==> config.mk <==
export PLATFORM = sky130hd
export DESIGN_NAME = utf16_to_utf8_encoder
export DESIGN_NICKNAME = d
export VERILOG_FILES = /design/src/hw/rtl/u2u8_pkg.sv /design/src/hw/rtl/u2u8_front.sv /design/src/hw/rtl/u2u8_jobq.sv /design/src/hw/rtl/u2u8_back.sv /design/src/hw/rtl/utf16_to_utf8_encoder.sv
export SDC_FILE = /design/constraint.sdc
export NUM_CORES = 1
export LEC_CHECK = 0
export BUFFER_PORTS_ARGS = -buffer_cell sky130_fd_sc_hd__buf_4
export CAP_MARGIN = 20
export CORE_UTILIZATION = 40
export DETAILED_ROUTE_END_ITERATION = 6
export GPL_TIMING_DRIVEN = 0
export PLACE_DENSITY = 0.58
export SYNTH_ARGS = -nofsm -noshare
export SYNTH_HDL_FRONTEND = slang
export SYNTH_SLANG_ARGS = --single-unit
==> constraint.sdc <==
create_clock -name clk_i -period 4.3 [get_ports clk_i]
set_clock_uncertainty 0.2 [all_clocks]
set_input_delay 0.215 -clock clk_i [delete_from_list [all_inputs] [get_ports clk_i]]
set_output_delay 0.215 -clock clk_i [all_outputs]
set_load 0.02 [all_outputs]
==> src/hw/rtl/u2u8_pkg.sv <==
// Shared types and constants for the UTF-16 to UTF-8 encoder.
// No dependencies; imported by every module of the block.
package u2u8_pkg;

  localparam int unsigned MaxBytes  = 6;
  localparam int unsigned CountW    = 3;
  localparam int unsigned JobQDepth = 2;

  localparam logic [15:0] Mask1Byte  = 16'hFF80;
  localparam logic [15:0] Mask2Byte  = 16'hF800;
  localparam logic [15:0] MaskSurr   = 16'hFC00;
  localparam logic [15:0] HighSurr   = 16'hD800;
  localparam logic [15:0] LowSurr    = 16'hDC00;
  localparam logic [7:0]  Lead4      = 8'hF0;
  localparam logic [7:0]  Lead3      = 8'hE0;
  localparam logic [7:0]  Lead2      = 8'hC0;
  localparam logic [7:0]  ContByte   = 8'h80;
  localparam logic [7:0]  ContMask   = 8'h3F;

  // One encoded request: up to six bytes, lowest index goes out first.
  typedef struct packed {
    logic [MaxBytes-1:0][7:0] bytes;
    logic [CountW-1:0]        count;
  } job_t;

  // Queue head as seen by the back end.
  typedef struct packed {
    logic valid;
    job_t job;
  } head_t;

endpackage

==> src/hw/rtl/u2u8_front.sv <==
// Front end: accepts code units, tracks a held high surrogate and builds
// a byte job for each unit. Depends on u2u8_pkg.
module u2u8_front (
  input  logic            clk_i,
  input  logic            rst_ni,
  input  logic [15:0]     unit_i,
  input  logic            accept_i,
  output logic            push_o,
  output u2u8_pkg::job_t  job_o
);
  import u2u8_pkg::*;

  logic       held_valid_q, held_valid_d;
  logic [9:0] held_bits_q, held_bits_d;

  // Plain 1..3 byte form of a single code unit, held or incoming.
  function automatic void enc_unit(input logic [15:0] u,
                                   output logic [2:0][7:0] b,
                                   output logic [1:0] n);
    b = '0;
    if ((u & Mask1Byte) == 16'h0000) begin
      b[0] = u[7:0];
      n    = 2'd1;
    end else if ((u & Mask2Byte) == 16'h0000) begin
      b[0] = Lead2 | {3'b000, u[10:6]};
      b[1] = ContByte | {2'b00, u[5:0]};
      n    = 2'd2;
    end else begin
      b[0] = Lead3 | {4'h0, u[15:12]};
      b[1] = ContByte | {2'b00, u[11:6]};
      b[2] = ContByte | {2'b00, u[5:0]};
      n    = 2'd3;
    end
  endfunction

  logic [2:0][7:0] held_b, unit_b;
  logic [1:0]      held_n, unit_n;
  logic            is_zero, is_high, is_low, flush, emit_unit;
  logic [4:0]      plane;
  logic [2:0]      base;

  always_comb begin
    enc_unit(HighSurr | {6'b000000, held_bits_q}, held_b, held_n);
    enc_unit(unit_i, unit_b, unit_n);
    is_zero = (unit_i == 16'h0000);
    is_high = ((unit_i & MaskSurr) == HighSurr);
    is_low  = ((unit_i & MaskSurr) == LowSurr);
    // cp[20:16] = high10[9:6] + 1
    plane   = {1'b0, held_bits_q[9:6]} + 5'd1;

    job_o        = '0;
    held_valid_d = held_valid_q;
    held_bits_d  = held_bits_q;
    flush        = 1'b0;
    emit_unit    = 1'b0;

    priority if (is_zero) begin
      flush        = held_valid_q;
      held_valid_d = 1'b0;
      held_bits_d  = '0;
    end else if (held_valid_q && is_low) begin
      held_valid_d = 1'b0;
      held_bits_d  = '0;
    end else begin
      flush = held_valid_q;
      if (is_high) begin
        held_valid_d = 1'b1;
        held_bits_d  = unit_i[9:0];
      end else begin
        held_valid_d = 1'b0;
        held_bits_d  = '0;
        emit_unit    = 1'b1;
      end
    end

    base = flush ? {1'b0, held_n} : 3'd0;
    if (flush) begin
      job_o.bytes[0] = held_b[0];
      job_o.bytes[1] = held_b[1];
      job_o.bytes[2] = held_b[2];
    end

    if (!is_zero && held_valid_q && is_low) begin
      job_o.bytes[0] = Lead4 | {5'b00000, plane[4:2]};
      job_o.bytes[1] = ContByte | {2'b00, plane[1:0], held_bits_q[5:2]};
      job_o.bytes[2] = ContByte | {2'b00, held_bits_q[1:0], unit_i[9:6]};
      job_o.bytes[3] = ContByte | {2'b00, unit_i[5:0]};
      job_o.count    = 3'd4;
    end else if (is_zero) begin
      job_o.bytes[base] = 8'h00;
      job_o.count       = base + 3'd1;
    end else if (emit_unit) begin
      for (int i = 0; i < 3; i++) begin
        if (i < int'(unit_n)) begin
          job_o.bytes[base + 3'(i)] = unit_b[i];
        end
      end
      job_o.count = base + {1'b0, unit_n};
    end else begin
      job_o.count = base;
    end
  end

  assign push_o = accept_i && (job_o.count != '0);

  always_ff @(posedge clk_i or negedge rst_ni) begin
    if (!rst_ni) begin
      held_valid_q <= 1'b0;
      held_bits_q  <= '0;
    end else if (accept_i) begin
      held_valid_q <= held_valid_d;
      held_bits_q  <= held_bits_d;
    end
  end

endmodule

==> src/hw/rtl/u2u8_jobq.sv <==
// Short job queue between front and back end.
// Depends on u2u8_pkg for the job type and depth.
module u2u8_jobq (
  input  logic            clk_i,
  input  logic            rst_ni,
  input  logic            push_i,
  input  u2u8_pkg::job_t  job_i,
  input  logic            pop_i,
  output logic            full_o,
  output u2u8_pkg::head_t head_o
);
  import u2u8_pkg::*;

  localparam int unsigned PtrW = (JobQDepth > 1) ? $clog2(JobQDepth) : 1;
  localparam int unsigned CntW = $clog2(JobQDepth + 1);

  job_t            mem_q [JobQDepth];
  logic [PtrW-1:0] wr_q, rd_q;
  logic [CntW-1:0] cnt_q;
  logic            empty;

  assign empty       = (cnt_q == '0);
  assign full_o      = (cnt_q == CntW'(JobQDepth));
  assign head_o.valid = !empty;
  assign head_o.job   = mem_q[rd_q];

  function automatic logic [PtrW-1:0] inc(input logic [PtrW-1:0] p);
    return (p == PtrW'(JobQDepth - 1)) ? '0 : p + 1'b1;
  endfunction

  always_ff @(posedge clk_i) begin
    if (push_i) begin
      mem_q[wr_q] <= job_i;
    end
  end

  always_ff @(posedge clk_i or negedge rst_ni) begin
    if (!rst_ni) begin
      wr_q  <= '0;
      rd_q  <= '0;
      cnt_q <= '0;
    end else begin
      if (push_i) wr_q <= inc(wr_q);
      if (pop_i)  rd_q <= inc(rd_q);
      unique case ({push_i, pop_i})
        2'b10:   cnt_q <= cnt_q + 1'b1;
        2'b01:   cnt_q <= cnt_q - 1'b1;
        default: cnt_q <= cnt_q;
      endcase
    end
  end

`ifndef NO_ASSERTIONS
  a_no_overflow: assert property (@(posedge clk_i) disable iff (!rst_ni)
    full_o |-> !push_i) else $error("job queue overflow");
  a_no_underflow: assert property (@(posedge clk_i) disable iff (!rst_ni)
    empty |-> !pop_i) else $error("job queue underflow");
  a_cnt_bound: assert property (@(posedge clk_i) disable iff (!rst_ni)
    cnt_q <= CntW'(JobQDepth)) else $error("job queue count out of range");
`endif

endmodule

==> src/hw/rtl/u2u8_back.sv <==
// Back end: walks the head job byte by byte into the output register.
// Depends on u2u8_pkg for the job and head types.
module u2u8_back (
  input  logic            clk_i,
  input  logic            rst_ni,
  input  u2u8_pkg::head_t head_i,
  output logic            pop_o,
  output logic            m_tvalid_o,
  input  logic            m_tready_i,
  output logic [7:0]      m_tdata_o,
  output logic            m_tlast_o
);
  import u2u8_pkg::*;

  logic [CountW-1:0] idx_q;
  logic              load, at_end;
  logic              vld_q;
  logic [7:0]        data_q;
  logic              last_q;

  assign load   = head_i.valid && (!vld_q || m_tready_i);
  assign at_end = (idx_q == head_i.job.count - 1'b1);
  assign pop_o  = load && at_end;

  always_ff @(posedge clk_i or negedge rst_ni) begin
    if (!rst_ni) begin
      idx_q <= '0;
      vld_q <= 1'b0;
    end else begin
      if (load) begin
        vld_q <= 1'b1;
        idx_q <= at_end ? '0 : idx_q + 1'b1;
      end else if (m_tready_i) begin
        vld_q <= 1'b0;
      end
    end
  end

  always_ff @(posedge clk_i) begin
    if (load) begin
      data_q <= head_i.job.bytes[idx_q];
      last_q <= at_end;
    end
  end

  assign m_tvalid_o = vld_q;
  assign m_tdata_o  = data_q;
  assign m_tlast_o  = last_q;

`ifndef NO_ASSERTIONS
  a_job_nonempty: assert property (@(posedge clk_i) disable iff (!rst_ni)
    head_i.valid |-> (head_i.job.count != '0)) else $error("empty job queued");
  a_idx_in_job: assert property (@(posedge clk_i) disable iff (!rst_ni)
    head_i.valid |-> (idx_q < head_i.job.count)) else $error("byte index past job");
  a_pop_is_last: assert property (@(posedge clk_i) disable iff (!rst_ni)
    pop_o |=> (m_tvalid_o && m_tlast_o)) else $error("pop without last byte");
`endif

endmodule

==> src/hw/rtl/utf16_to_utf8_encoder.sv <==
// UTF-16 to UTF-8 encoder, top level.
// Depends on u2u8_pkg, u2u8_front, u2u8_jobq and u2u8_back.
//
// Usage:
//  - s_axis: one UTF-16 code unit per request (tdata[15:0] = code_unit).
//    A unit of zero ends the string: any held high surrogate is flushed
//    as three bytes, then a 00 terminator byte follows.
//  - m_axis: one UTF-8 byte per request (tdata[7:0] = out_byte); tlast
//    marks the final byte produced by one input unit.
//  - A high surrogate produces no bytes until the next unit arrives; a
//    following low surrogate yields the four-byte form, anything else
//    flushes the held unit as three bytes first.
// The first byte of a job passes through the job queue and then the output register.
// Throughput: one output byte per cycle while m_axis_tready is high, set
// by the single byte-wide output register of the back end; a unit
// produces from 0 to 6 bytes.
// The front end keeps accepting while the two-entry job queue has room,
// so it runs ahead of a stalled receiver; when m_axis_tready stays low
// the output byte holds and the queue fills, then s_axis_tready drops.
// Reset clears the held surrogate, the queue and the output valid.
module utf16_to_utf8_encoder (
  input  logic        clk_i,
  input  logic        rst_ni,
  input  logic        s_axis_tvalid,
  output logic        s_axis_tready,
  input  logic [15:0] s_axis_tdata,   // [15:0] code_unit
  output logic        m_axis_tvalid,
  input  logic        m_axis_tready,
  output logic [7:0]  m_axis_tdata,   // [7:0] out_byte
  output logic        m_axis_tlast
);
  import u2u8_pkg::*;

  logic  push, pop, full, accept;
  job_t  job;
  head_t head;

  // Accept a unit whenever the queue can take its job.
  assign s_axis_tready = !full;
  assign accept        = s_axis_tvalid && s_axis_tready;

  u2u8_front u_front (
    .clk_i    (clk_i),
    .rst_ni   (rst_ni),
    .unit_i   (s_axis_tdata),
    .accept_i (accept),
    .push_o   (push),
    .job_o    (job)
  );

  u2u8_jobq u_jobq (
    .clk_i  (clk_i),
    .rst_ni (rst_ni),
    .push_i (push),
    .job_i  (job),
    .pop_i  (pop),
    .full_o (full),
    .head_o (head)
  );

  u2u8_back u_back (
    .clk_i      (clk_i),
    .rst_ni     (rst_ni),
    .head_i     (head),
    .pop_o      (pop),
    .m_tvalid_o (m_axis_tvalid),
    .m_tready_i (m_axis_tready),
    .m_tdata_o  (m_axis_tdata),
    .m_tlast_o  (m_axis_tlast)
  );

endmodule
==> results.toml <==
[cells_and_area]
multiInputGateArea_um2 = 1926
antenna_cells = 0
seq_area_um2 = 3568
mostFrequentLayoutCells = "edfxtp_1 (103), nand2_1 (30), buf_4 (30)"
fillers = 1231
final_common_cell = "edfxtp_1"
layout-drive-gt1-share_pct = 20.13
syn_to_final_growth_pct = 21.23
fin_cells = 657
fin_nets = 492

[placed_design]
place_ws_ps = -298.9
place_inst = 612
globalplace.congestion = 0.9681
dpl.hpwl_um = 9348
io_buffers = 30

[floorplan]
die_y_um = 120.7
start_util_pct = 40.75
ios = 31
dieArea_um2 = 14560
fp.dieW_um = 120.7
coreArea_um2 = 13830
rows = 43

[global_routing]
antenna_found_initial = 0
grt_pass1_vias = 3617
grt_overflow_total = 0
grt_max_degree = 29
grt.total_usage_pct = 19.60
grt_pass1_wl_um = 20660

[pwr]
power_frac_seq_pct = 40.8
p_int_uw = 2995
combPwrFrac_pct = 28.2
p_switching_uw = 1213
power_density_nw_per_um2 = 616.1
peakVddDrop_uv = 338.1
p_sw_share_pct = 28.83
p_leak_uw = 0.002531
pwr-share-clk_pct = 31.0

[routing]
drc = 0
routed_wl_um = 13030
ant_nets = 0
vias_per_cell = 5.438
drtIter0Drc = 192
wl_per_cell_um = 19.83
drtPass1Iterations = 4
dr_total_vias = 3573

[timing]
hold_viol = 0
max_freq_mhz = 273.1
period_needed_ps = 3662
finalCritPeriodShare_pct = 85.16
max-slew-margin-rel_pct = 29.21
rsz0062_at_grt = "false"
setup_viol = 0
tightest_slew_ps = 1054
slew_viol_final = 0
setup_ws_ps = 638.3

[logic_synthesis]
synth-edff-count = 103
synth_top_area_share_pct = 54.90
synth_async_sr_flop_share_pct = 15.57
synth_seq_cells = 122
synth_fp_nets = 427
yosys_warnings = 0
synth_ff_type = "edfxtp_1"
ys_types = 50
synth.area.top_cells = "edfxtp_1 (55%), dfrtp_1 (8.4%), mux4_2 (8.4%)"
avgSynthCellArea_um2 = 14.09
yosys.area.top_type = "edfxtp_1"
ys_seq_area_share_pct = 63.34
syn_area_um2 = 5634
synth_cells = 400

[worst_setup_path]
critPathArrivalTime_ps = 3630
endpoint_kind = "flip-flop"
path_max_fanout = 28
crit_type = "in2reg"
cp-start-kind = "input port"
worst_ep_required_time_ps = 4260

[clock_network]
cts-root-buf = "clkbuf_16"
cts_resized = 0
cts_num_sinks = 122
htreeDepth = 4
cts_buffers = 17
insertion_delay_ps = 410
clock_path_buffers = 2
cts.clk_slew.worst_paths_ps = 50
tritoncts = "built"

[flow_run]
maxCapViolCount = 0

[worst_hold_path]
hold_class = "in2reg"

[outcome]
status = "complete, no violations"
==> Yosys cell counts (7+ instances only) <==
master	n
and2_1	10
buf_2	7
clkbuf_1	11
dfrtp_1	19
edfxtp_1	103
ha_1	7
inv_1	18
mux2i_1	20
mux4_2	21
nand2_1	30
nor2_1	19
nor3_1	7
o21ai_0	25
o22ai_1	18
o2bb2ai_1	9
xnor2_1	7
==> power groups by stage <==
stage / clock network [uW] / logic [uW] / registers [uW]
detailed placement: 0 / 1200 / 1740
floorplan: 0 / 754 / 1790
finish: 1300 / 1190 / 1720
global route: 1380 / 1300 / 1740
CTS: 1320 / 1210 / 1720
global placement: 0 / 1140 / 1750
==> layout make-up <==
cell class,instances,area share (%)
Clock buffer,19,6.338
Multi-Input combinational cell,239,28.19
Buffer,19,1.172
Timing Repair Buffer,46,6.082
Clock inverter,12,1.575
Tap cell,180,3.297
Sequential cell,122,52.24
Inverter,20,1.099
==> timing repair <==
action,CTS,global route
buffers inserted,0,0
hold buffers,13,0
hold endpoints to repair,42,0
==> kinds of logic after synthesis <==
| family | count (synthesis) | synth area share [%] |
|---|---|---|
| simple gates | 100 | 9.261 |
| fa+ha+maj | 7 | 1.554 |
| buf+inv | 39 | 2.753 |
| compound gates | 77 | 8.883 |
| mux | 43 | 12.35 |
| xor+xnor | 12 | 1.865 |
| flops | 122 | 63.34 |
==> path summary, 6_finish.rpt <==
check	from	to	slack, ps	depth (start not counted)
min in group asynchronous	rst_ni	u_back.idx_q[0]	30	2
setup reg to reg	u_front.held_valid_q	u_jobq.mem_q[1][30]	800	8
hold / removal	s_axis_tvalid	u_front.held_valid_q	10	3
max in group asynchronous	rst_ni	u_front.held_bits_q[9]	3630	2
setup / recovery	s_axis_tdata[11]	u_jobq.mem_q[1][30]	640	11
hold reg to reg	u_back.m_tvalid_o	u_back.m_tvalid_o	310	2
==> routing by layer <==
layer,global-route usage (%),vias up,wire length [um]
met5,0,-,0
met4,7.793,0,292
met3,4.481,21,501
met2,29.74,105,6053
met1,27.27,1760,6180
li1,-,1687,-
==> through the flow <==
| step | hold WS [ps] | util, % | cell area [um^2] | total power, uW | setup TNS, ps |
|---|---|---|---|---|---|
| finish | 13.78 | 49.40 | 6830 | 4208 | 0 |
| global route | 42.54 | 49.40 | 6830 | 4419 | 0 |
| CTS | 3.457 | 49.36 | 6825 | 4258 | 0 |
| detailed placement | -85.24 | 44.51 | 6155 | 2941 | -16950 |
| global placement | -89.40 | 44.01 | 6085 | 2893 | -218710 |
| floorplan | -280.6 | - | 5634 | 2549 | -40820 |
==> flip-flops by register name (all words and copies together), names as in the netlist <==
name and count:
u_jobq.mem_q 94, u_front.held_bits_q 10, u_back.m_tdata_o 8, u_back.idx_q 3, u_jobq.cnt_q 2, u_back.m_tlast_o 1
u_back.m_tvalid_o 1, u_front.held_valid_q 1, u_jobq.rd_q 1, u_jobq.wr_q 1
==> critical path, cell delays in order <==
cell       delay [ps]
buf_4             130
or4_1             500
buf_2             170
nor3_1            530
inv_1             100
ha_1              210
xor2_1            170
a2bb2oi_1         150
o31ai_1           780
nor2_4            350
buf_16            280
No activity file was read; power rests on OpenSTA's default activity.
